## config.mk

```make
export PLATFORM = sky130hd
export DESIGN_NAME = rcp_queue
export DESIGN_NICKNAME = d
export VERILOG_FILES = /design/src/rcp_pkg.sv /design/src/rcp_queue.sv
export SDC_FILE = /design/constraint.sdc
export NUM_CORES = 1
export LEC_CHECK = 0
export BUFFER_PORTS_ARGS = -buffer_cell sky130_fd_sc_hd__clkbuf_2
export CAP_MARGIN = 20
export CORE_MARGIN = 3
export CORE_UTILIZATION = 47
export CTS_CLUSTER_DIAMETER = 100
export DETAILED_ROUTE_END_ITERATION = 16
export HOLD_SLACK_MARGIN = 0.05
export PLACE_DENSITY = 0.75
export SETUP_SLACK_MARGIN = 0.1
export SLEW_MARGIN = 5
export SYNTH_ARGS = -nofsm -noshare
export SYNTH_HDL_FRONTEND = slang
export SYNTH_SLANG_ARGS = --single-unit
```

## constraint.sdc

```tcl
create_clock -name clk_i -period 8.1 [get_ports clk_i]
set_input_delay 0.81 -clock clk_i [delete_from_list [all_inputs] [get_ports clk_i]]
set_output_delay 0.81 -clock clk_i [all_outputs]
set_load 0.005 [all_outputs]
```

## src/rcp_pkg.sv

```systemverilog
// ----------------------------------------------------------------------------
// RTMP chunk packetizer package
// Shared constants and the queue entry type between front and back parts.
// ----------------------------------------------------------------------------
package rcp_pkg;

  localparam int unsigned CsidSlotsDef = 1024;
  localparam int unsigned NumPos       = 19;
  localparam logic [4:0]  PosBody      = 5'd18;
  localparam logic [16:0] ChunkSizeRst = 17'd128;
  localparam logic [23:0] ExtTsMark    = 24'hffffff;

  typedef logic [NumPos-1:0] pos_vec_t;

  typedef struct packed {
    pos_vec_t    present;
    logic        err;
    logic        hdr_only;
    logic [1:0]  fmt;
    logic [1:0]  basic_len;
    logic [5:0]  csid_lo;
    logic [15:0] csid_m;
    logic [23:0] ts_field;
    logic [31:0] tm;
    logic [23:0] plen;
    logic [7:0]  mtype;
    logic [31:0] sid;
    logic [7:0]  body;
    logic        chunk_end;
    logic        message_end;
  } entry_t;

endpackage

```

## src/rcp_queue.sv

```systemverilog
// ----------------------------------------------------------------------------
// RTMP chunk packetizer queue
// Two-entry queue that decouples classification from byte output.
// ----------------------------------------------------------------------------
module rcp_queue (
  input  logic            clk_i,
  input  logic            rst_ni,
  input  logic            push_i,
  input  rcp_pkg::entry_t push_entry_i,
  output logic            full_o,
  input  logic            pop_i,
  output logic            head_valid_o,
  output rcp_pkg::entry_t head_o
);
  import rcp_pkg::*;

  entry_t     ent_q [2];
  logic       wr_q;
  logic       rd_q;
  logic [1:0] cnt_q;

  assign full_o       = (cnt_q == 2'd2);
  assign head_valid_o = (cnt_q != 2'd0);
  assign head_o       = ent_q[rd_q];

  always_ff @(posedge clk_i) begin
    if (push_i) begin
      ent_q[wr_q] <= push_entry_i;
    end
  end

  always_ff @(posedge clk_i or negedge rst_ni) begin
    if (!rst_ni) begin
      wr_q  <= 1'b0;
      rd_q  <= 1'b0;
      cnt_q <= 2'd0;
    end else begin
      if (push_i) begin
        wr_q <= !wr_q;
      end
      if (pop_i) begin
        rd_q <= !rd_q;
      end
      cnt_q <= cnt_q + 2'(push_i) - 2'(pop_i);
    end
  end

endmodule

```

==> impl_metrics.json <==
{
  "setup.worst_path.end_class": "primary output",
  "clock_path_buffers": 3,
  "cts_sinks": 358,
  "syn2layout_area_growth_pct": 25.1,
  "ys_top_cells_by_area": "edfxtp_1, mux2_4, mux2_2",
  "placed_cell_area_um2": 15500,
  "outcome": "complete, no violations",
  "worst_pin_slew_ps": 1040,
  "gpl.final_weighted_congestion": 0.742,
  "r2r-start": "wr_q",
  "p_seq_frac": 0.447,
  "design.core.area_um2": 27900,
  "max_slew_margin": 0.309,
  "fin_cells": 1357,
  "numCtsBuffers": 37,
  "synthFlopType": "edfxtp_1",
  "crit_chain": "buf_4 > mux2_2 > clkbuf_2",
  "n_fill_cell": 2090,
  "via_count": 6642,
  "grt_pass1_vias": 6898,
  "die_area_um2": 30600,
  "critPathMaxFanout": 61,
  "gr-usage-all-layers": 0.166,
  "h-tree-depth": 2,
  "die_h_um": 175,
  "p_comb_frac": 0.267,
  "r2r-end": "ent_q[0][58]",
  "clock_latency_ps": 500,
  "yosysMostFrequentCell": "edfxtp_1",
  "vdd_drop_max_v": 0.000246,
  "dr.pass1.iters": 5,
  "wl_um": 26300,
  "p_per_area_nw_per_um2": 349,
  "wl_per_cell_um": 19.4,
  "initial_core_util": 0.480,
  "grt_antenna_before_repair": 1,
  "grt_overflow": 0,
  "min_path_type": "input pin to asynchronous set/reset pin",
  "final_cell_area_um2": 16800,
  "netlist.area_leader.share": 0.794,
  "ant_nets": 0,
  "skew_ps": 11.0,
  "worstPathRequired_ps": 7290,
  "async_flop_share": 0.0112,
  "fmax_mhz": 272,
  "rrSetupSlack_ps": 5550,
  "clock_power_share": 0.286,
  "arrival_ps": 2870,
  "drive_above_1_share": 0.612,
  "slowest_stage": "dfrtp_4",
  "dieWidth_um": 175,
  "post_cts_buffers": 0,
  "drv_slew": 0,
  "min_period_ps": 3680,
  "synth_edf_count": 354,
  "synth.distinct_cells": 13,
  "worstRegToRegCells": 2,
  "grt_setup_unrepaired": "false",
  "cpPeakStageDelay_ps": 1030,
  "ys_warn_count": 0,
  "hold_violations": 0,
  "cp-start-kind": "flip-flop",
  "tns_ps": 0,
  "io_pins": 360,
  "p_leak_nw": 6.68,
  "yosys_register_bits": 358,
  "row_count": 61,
  "tritoncts": "yes",
  "p_switching_mw": 1.53,
  "drt-initial-drc-count": 445,
  "dp_cells": 1289,
  "intPower_mw": 4.32,
  "setup_viol": 0,
  "cts_resized": 0,
  "grt_max_degree": 80,
  "drc": 0,
  "cap_viol_max_count": 0,
  "clk_pin_slew_ps": 60,
  "grt_pass1_wl_um": 39200,
  "diodes": 0,
  "synth_area_leader_cell": "edfxtp_1",
  "vias_per_cell": 4.89,
  "path_class": "flip-flop to primary output",
  "hold_buffers": 0,
  "sw_frac_of_total": 0.262,
  "syn_nets": 749,
  "fin_crit_sh": 0.454,
  "netlist_area_um2": 13400,
  "synthTopCellsByCount": "edfxtp_1, mux2_4, mux2_2, buf_6, buf_2",
  "cts-root-buf": "clkbuf_16",
  "io_buffers": 359,
  "nNetsFinal": 1133,
  "synth_seq_area_share": 0.801,
  "synth_cells": 566,
  "avgSynthCellArea_um2": 23.7,
  "dpl.hpwl_um": 17600
}
## cell families (layout without fill, tap and decap cells)
group         Yosys count  after routing  share of synthesized area
flops                 358            358                      0.801
mux                   177            177                      0.177
fa+ha+maj               2              2                    0.00187
simple gates            4              4                    0.00187
buf+inv                22            435                     0.0150
xor+xnor                3              3                    0.00308
## cells in the final DEF, fill, tap and decap left out
| cell | n |
|---|---|
| or2_2 | 1 |
| dfrtp_4 | 1 |
| clkbuf_8 | 1 |
| buf_12 | 1 |
| edfxtp_1 | 354 |
| clkbuf_16 | 39 |
| buf_4 | 5 |
| xor2_1 | 2 |
| dfrtp_1 | 3 |
| clkinv_1 | 8 |
| and2_4 | 1 |
| mux2_4 | 101 |
| inv_1 | 2 |
| clkbuf_1 | 7 |
| nor2b_1 | 1 |
| xor3_1 | 1 |
| bufinv_16 | 4 |
| nor2b_4 | 1 |
| mux2_2 | 76 |
| clkinvlp_4 | 1 |
| ha_1 | 2 |
| clkinv_2 | 7 |
| clkbuf_2 | 359 |
| inv_6 | 1 |
## routing by layer
layer  vias to the layer above  global-route usage  wire length, um
met2                       314               0.272            12800
met5                         -                   0               10
met4                         2              0.0598              714
met1                      3240               0.211            10100
met3                        51              0.0522             2620
li1                       3035                   -                -
## layout make-up
| class | count | area (um^2) | area share |
|---|---|---|---|
| flip-flops and latches | 358 | 10700 | 0.640 |
| well taps | 378 | 473 | 0.0282 |
| repair buffers | 365 | 1850 | 0.111 |
| clock inverters | 21 | 201 | 0.0120 |
| clock buffers | 47 | 1020 | 0.0606 |
| inverters | 2 | 7.51 | 0.000448 |
| multi-input cells | 186 | 2470 | 0.148 |
## metrics by stage
stage | total power [mW] | hold WS [ps] | utilization | setup WS (ps)
floorplan | 3.70 | 473 | - | 2240
global placement | 4.20 | 529 | 0.556 | 4990
detailed placement | 4.25 | 584 | 0.556 | 4950
CTS | 5.93 | 73.6 | 0.600 | 4370
global route | 6.12 | 79.4 | 0.600 | 4310
finish | 5.85 | 102 | 0.600 | 4420
## registers in the layout (all words and copies together), names as in the netlist
name / cells
cnt_q: 2
wr_q: 1
rd_q: 1
ent_q: 354
## worst max-delay path by stage
stage,from,end,slack (ps),cells after the start
global placement,rd_q,head_o[10],4990,3
finish,rd_q,head_o[13],4420,3
detailed placement,rd_q,head_o[13],4950,3
CTS,rd_q,head_o[13],4370,3
floorplan,push_i,ent_q[0][0],2240,1
global route,rd_q,head_o[13],4310,3
## power groups by stage
stage | clock network, mW | registers [mW] | logic (mW)
detailed placement | 0 | 2.66 | 1.59
finish | 1.67 | 2.61 | 1.56
CTS | 1.71 | 2.62 | 1.59
global route | 1.79 | 2.65 | 1.68
floorplan | 0 | 2.62 | 1.08
global placement | 0 | 2.64 | 1.57
## critical path, delay by kind of cell (launching register included)
| kind | cells | cell delay, ps |
|---|---|---|
| flip-flops | 1 | 1030 |
| multiplexers | 1 | 420 |
| buffers and inverters | 2 | 820 |
No activity file was read; power rests on OpenSTA's default activity.
