$ cat src/rcp_pkg.sv
// ----------------------------------------------------------------------------
// RTMP chunk packetizer package
// Shared constants and the queue entry type between front and back parts.
// ----------------------------------------------------------------------------
package rcp_pkg;

  localparam int unsigned CsidSlotsDef = 1024;
  localparam int unsigned NumPos       = 19;
  localparam logic [4:0]  PosBody      = 5'd18;
  localparam logic [16:0] ChunkSizeRst = 17'd128;
  localparam logic [23:0] ExtTsMark    = 24'hffffff;

  typedef logic [NumPos-1:0] pos_vec_t;

  typedef struct packed {
    pos_vec_t    present;
    logic        err;
    logic        hdr_only;
    logic [1:0]  fmt;
    logic [1:0]  basic_len;
    logic [5:0]  csid_lo;
    logic [15:0] csid_m;
    logic [23:0] ts_field;
    logic [31:0] tm;
    logic [23:0] plen;
    logic [7:0]  mtype;
    logic [31:0] sid;
    logic [7:0]  body;
    logic        chunk_end;
    logic        message_end;
  } entry_t;

endpackage

$ cat src/rcp_back.sv
// ----------------------------------------------------------------------------
// RTMP chunk packetizer back part
// Walks the header and body positions of the queue head, one byte a cycle
// while the output is not stalled, into the output register.
// ----------------------------------------------------------------------------
module rcp_back (
  input  logic            clk_i,
  input  logic            rst_ni,
  input  logic            head_valid_i,
  input  rcp_pkg::entry_t head_i,
  output logic            pop_o,
  output logic            out_valid_o,
  input  logic            out_ready_i,
  output logic [7:0]      out_byte_o,
  output logic            last_of_run_o,
  output logic            chunk_end_o,
  output logic            message_end_o,
  output logic            error_flag_o
);
  import rcp_pkg::*;

  logic       fresh_q;
  logic [4:0] pos_q;
  logic       ov_q;
  logic [7:0] byte_q;
  logic       last_q;
  logic       ce_q;
  logic       me_q;
  logic       err_q;

  logic       emit;
  logic [4:0] cur_pos;
  pos_vec_t   above;
  logic [4:0] nxt;
  logic       is_last;
  logic [7:0] b;

  assign cur_pos = fresh_q ? (head_i.present[0] ? 5'd0 : PosBody) : pos_q;
  assign emit    = head_valid_i && (!ov_q || out_ready_i);
  assign above   = head_i.present & ~((NumPos'(2) << cur_pos) - NumPos'(1));
  assign is_last = (above == '0);
  assign pop_o   = emit && is_last;

  always_comb begin
    nxt = PosBody;
    for (int i = NumPos - 1; i >= 0; i--) begin
      if (above[i]) begin
        nxt = 5'(i);
      end
    end
  end

  always_comb begin
    unique case (cur_pos)
      5'd0: begin
        unique case (head_i.basic_len)
          2'd1:    b = {head_i.fmt, head_i.csid_lo};
          2'd2:    b = {head_i.fmt, 6'd0};
          default: b = {head_i.fmt, 6'd1};
        endcase
      end
      5'd1:  b = head_i.csid_m[7:0];
      5'd2:  b = head_i.csid_m[15:8];
      5'd3:  b = head_i.ts_field[23:16];
      5'd4:  b = head_i.ts_field[15:8];
      5'd5:  b = head_i.ts_field[7:0];
      5'd6:  b = head_i.plen[23:16];
      5'd7:  b = head_i.plen[15:8];
      5'd8:  b = head_i.plen[7:0];
      5'd9:  b = head_i.mtype;
      5'd10: b = head_i.sid[7:0];
      5'd11: b = head_i.sid[15:8];
      5'd12: b = head_i.sid[23:16];
      5'd13: b = head_i.sid[31:24];
      5'd14: b = head_i.tm[31:24];
      5'd15: b = head_i.tm[23:16];
      5'd16: b = head_i.tm[15:8];
      5'd17: b = head_i.tm[7:0];
      default: b = head_i.body;
    endcase
  end

  always_ff @(posedge clk_i) begin
    if (emit) begin
      byte_q <= b;
      last_q <= is_last;
      err_q  <= head_i.err;
      if (cur_pos == PosBody) begin
        ce_q <= head_i.chunk_end;
        me_q <= head_i.message_end;
      end else begin
        ce_q <= is_last && head_i.hdr_only;
        me_q <= is_last && head_i.hdr_only;
      end
    end
  end

  always_ff @(posedge clk_i or negedge rst_ni) begin
    if (!rst_ni) begin
      fresh_q <= 1'b1;
      pos_q   <= '0;
      ov_q    <= 1'b0;
    end else begin
      if (emit) begin
        ov_q    <= 1'b1;
        fresh_q <= is_last;
        pos_q   <= nxt;
      end else if (out_ready_i) begin
        ov_q <= 1'b0;
      end
    end
  end

  assign out_valid_o   = ov_q;
  assign out_byte_o    = err_q ? 8'd0 : byte_q;
  assign last_of_run_o = last_q;
  assign chunk_end_o   = ce_q && !err_q;
  assign message_end_o = me_q && !err_q;
  assign error_flag_o  = err_q;

endmodule

$ cat config.mk
export PLATFORM = sky130hd
export DESIGN_NAME = rcp_back
export DESIGN_NICKNAME = d
export VERILOG_FILES = /design/src/rcp_pkg.sv /design/src/rcp_back.sv
export SDC_FILE = /design/constraint.sdc
export NUM_CORES = 1
export LEC_CHECK = 0
export ABC_AREA = 1
export BUFFER_PORTS_ARGS = -buffer_cell sky130_fd_sc_hd__clkbuf_2
export CORE_ASPECT_RATIO = 0.75
export CORE_MARGIN = 2
export CORE_UTILIZATION = 44
export DETAILED_ROUTE_END_ITERATION = 10
export PLACE_DENSITY = 0.92
export SETUP_SLACK_MARGIN = 0.5
export SYNTH_ARGS = -nofsm -noshare
export SYNTH_HDL_FRONTEND = slang
export SYNTH_SLANG_ARGS = --single-unit
$ cat constraint.sdc
create_clock -name clk_i -period 8 [get_ports clk_i]
set_input_delay 0.8 -clock clk_i [delete_from_list [all_inputs] [get_ports clk_i]]
set_output_delay 0.8 -clock clk_i [all_outputs]
set_load 0.02 [all_outputs]
==> results.md <==
* Pwr/cell area at 290.5 nW/um2
* Most frequent cells in the layout: clkbuf_2 (194), nand2_1 (163), inv_1 (32), nor2_1 (32), nand4_1 (28)
* CTS tree: done
* Outcome: completed
* Cts-stage hold buffer count at 0
* Initial antenna violation count at 0
* Num rows at 23
* Clock buffer count from CTS at 3
* EDFF count, synth at 12
* Non-filler cells, final at 677
* Area Growth Syn to Fin at 44.60%
* Slowest-stage cell, CP: dfstp_2
* Part of the cycle the worst path needs at 58.63%
* Data required time of the worst path at 7.20 ns
* Min-Delay Path Class: input port to async pin
* Clock root buffer: clkbuf_8
* Synth Net Count at 586
* Skew-Pair Late Insertion Delay at 0.26 ns
* Area post-placement at 3573 um2
* Detailed-route wire length at 11290 um
* Initial core utilization at 46.25%
* Tmin final at 4.691 ns
* Clock tree buffer depth at 2
* Fmax at 213.2 MHz
* CP peak stage delay at 0.63 ns
* Fillers at 523
* Register area at 536.8 um2
* Vias in the first global route at 3603
* Worst slew pin tran at 0.9236 ns
* Final Power at 1.051 mW
* Synth top area share at 24.45%
* Vert. Die Dim at 69.31 um
* ANT nets after route at 0
* DR iter-0 viols at 396
* CTS Sinks at 19
* Die area at 6313 um2
* Crit path DAT at 3.89 ns
* Synth Cell Area at 2502 um2
* Post-synthesis sequential area ratio at 21.45%
* Share of post-route cells with drive strength above 1 at 41.86%
* Synth Flop Type: edfxtp_1
* Ant. Diodes at 0
* Commonest non-fill, non-tap cell in the layout: clkbuf_2
* Crit start category: flip-flop
* DR WL/cell at 16.68 um
* DRC at 0
* Fraction of registers with async set/reset at 36.84%
* Post-CTS Setup Repair Bufs at 0
* Unrepaired setup endpoints after global routing: no
* Yosys cell types at 40
* Die Width at 91.08 um
* Placed insts at 673
* Post-route design area at 3618 um2
* Final setup viols at 0
* Max_slew headroom at 38.20%
* GRT Overall Usage at 35.36%
* CP Class: flip-flop to output port
* Ranking of synthesized cells by area: nand2_1 (24%), edfxtp_1 (14%), nand4_1 (7.0%)
* CTS resizes at 0
* Global-route wire length before repair at 17800 um
* Maxcap violations at 0
* Vias after detailed routing at 3748
* Vias per inst at 5.536
* Pre-antenna DRT Iters at 5
* Cells after Synth at 404
* IR drop worst, VDD at 0.1519 mV
* Total negative slack at 0 ns
* Nets at 785
* YS warnings at 0
* Worst Path Max Fanout at 9
* Multi-input logic area at 1784 um2
* Core area at 5410 um2
* Critical path cell sequence: nand2_2 > o21ai_2 > inv_4 > nor2_4 > nand2_1 > nor2_1 > inv_1 > ha_1 > inv_1 > nor2_2 > nand2_2 > a21oi_1 > inv_1 > nand2_1 > nor2_1 > nand2_2 > nor4_4 > nand4_2 > nor2_2 > clkbuf_2
* Synth Area per Inst at 6.194 um2
* Port Buf Inserts at 194
* Final Hold Fails at 0
* Reg2Reg Setup Slack at 4.31 ns
* Leakage at 1.995 nW
* Skew final at 0.009377 ns
* Total gr overflow at 0
* Gpl congestion at 1.025
* Final core occ at 66.88%
* Endpoint type of the worst setup path: output port
* Seq cells post-synth at 19
* Largest net degree at the start of global routing at 22
* Clock transition at the registers of the reported paths at 0.07 ns
* H-tree Lvls at 1
* Synth area leader: nand2_1
* Post-DP HPWL at 9674 um
* I/O pin cnt at 195
* Max-slew violations at 0
[critical path: cells and delay by family, from the launching register on]
family,cells,cell delay (ns)
flip-flops,1,0.63
AND/OR/NAND/NOR,12,1.90
buffers and inverters,5,0.62
adder cells (fa/ha/maj),1,0.23
AO/OA/AOI/OAI,2,0.26
[synthesized netlist by cell type (5+ instances only)]
master    number
nand4_1       28
a21oi_1        5
dfrtp_1        6
nor2_4         6
nand2_1      163
nor2_2         9
nor2_1        32
edfxtp_1      12
nor3_1         8
clkinv_1       5
a221oi_1      11
inv_1         32
nand3_1       16
nand2_2       14
a22o_1         8
o21ai_0        6
[report_power, final]
| group | total [mW] | internal, mW | switching [mW] | leakage (nW) |
|---|---|---|---|---|
| sequential | 0.175 | 0.155 | 0.0201 | 0.202 |
| clock | 0.0686 | 0.0355 | 0.0331 | 0.0228 |
| combinational | 0.807 | 0.274 | 0.533 | 1.77 |
| total | 1.05 | 0.465 | 0.586 | 1.99 |
[final timing paths]
path / depth (start not counted) / startpoint / to
setup reg to reg: 21 / fresh_q$_DFFE_PN1P_ / me_q$_DFFE_PP_
hold / removal: 1 / rst_ni / pos_q[3]$_DFFE_PN0P_
max in group asynchronous: 1 / rst_ni / fresh_q$_DFFE_PN1P_
setup / recovery: 20 / fresh_q$_DFFE_PN1P_ / pop_o
min in group clk_i: 2 / out_valid_o$_DFFE_PN0P_ / out_valid_o$_DFFE_PN0P_
hold reg to reg: 2 / out_valid_o$_DFFE_PN0P_ / out_valid_o$_DFFE_PN0P_
[metrics by stage]
stage	setup WS, ns	hold WS [ns]
6_report	3.309	0.3679
3_3_place_gp	3.519	0.4812
2_1_floorplan	4.020	0.4928
5_1_grt	2.976	0.3748
4_1_cts	3.313	0.3689
3_5_place_dp	3.353	0.5047
[area by class of cell]
class,count,area share [%]
Sequential cell,19,14.83
Clock buffer,4,1.245
Timing Repair Buffer,196,27.25
Multi-Input combinational cell,339,49.31
Inverter,44,4.772
Tap cell,75,2.593
[registers in the layout, summed over array words and instances (netlist names)]
| name | cells |
|---|---|
| byte_q | 8 |
| ce_q | 1 |
| error_flag_o | 1 |
| fresh_q | 1 |
| last_of_run_o | 1 |
| me_q | 1 |
| out_valid_o | 1 |
| pos_q | 5 |
[layer usage]
metal	share of wire [%]	track usage (%)	up-vias
met2	46	57.61	261
met5	0	0	-
li1	-	-	1766
met3	12	7.826	30
met4	2.1	11.78	0
met1	39	46.45	1691
[cell families (layout without fill, tap and decap cells)]
group / count (synthesis) / count (layout) / synth area share, %
AND/OR/NAND/NOR: 292 / 292 / 56.95
AO/OA/AOI/OAI: 46 / 46 / 13.85
buffers and inverters: 46 / 244 / 7.250
flip-flops: 19 / 19 / 21.45
adder cells (fa/ha/maj): 1 / 1 / 0.4999
(Power assumes the default switching activity.)
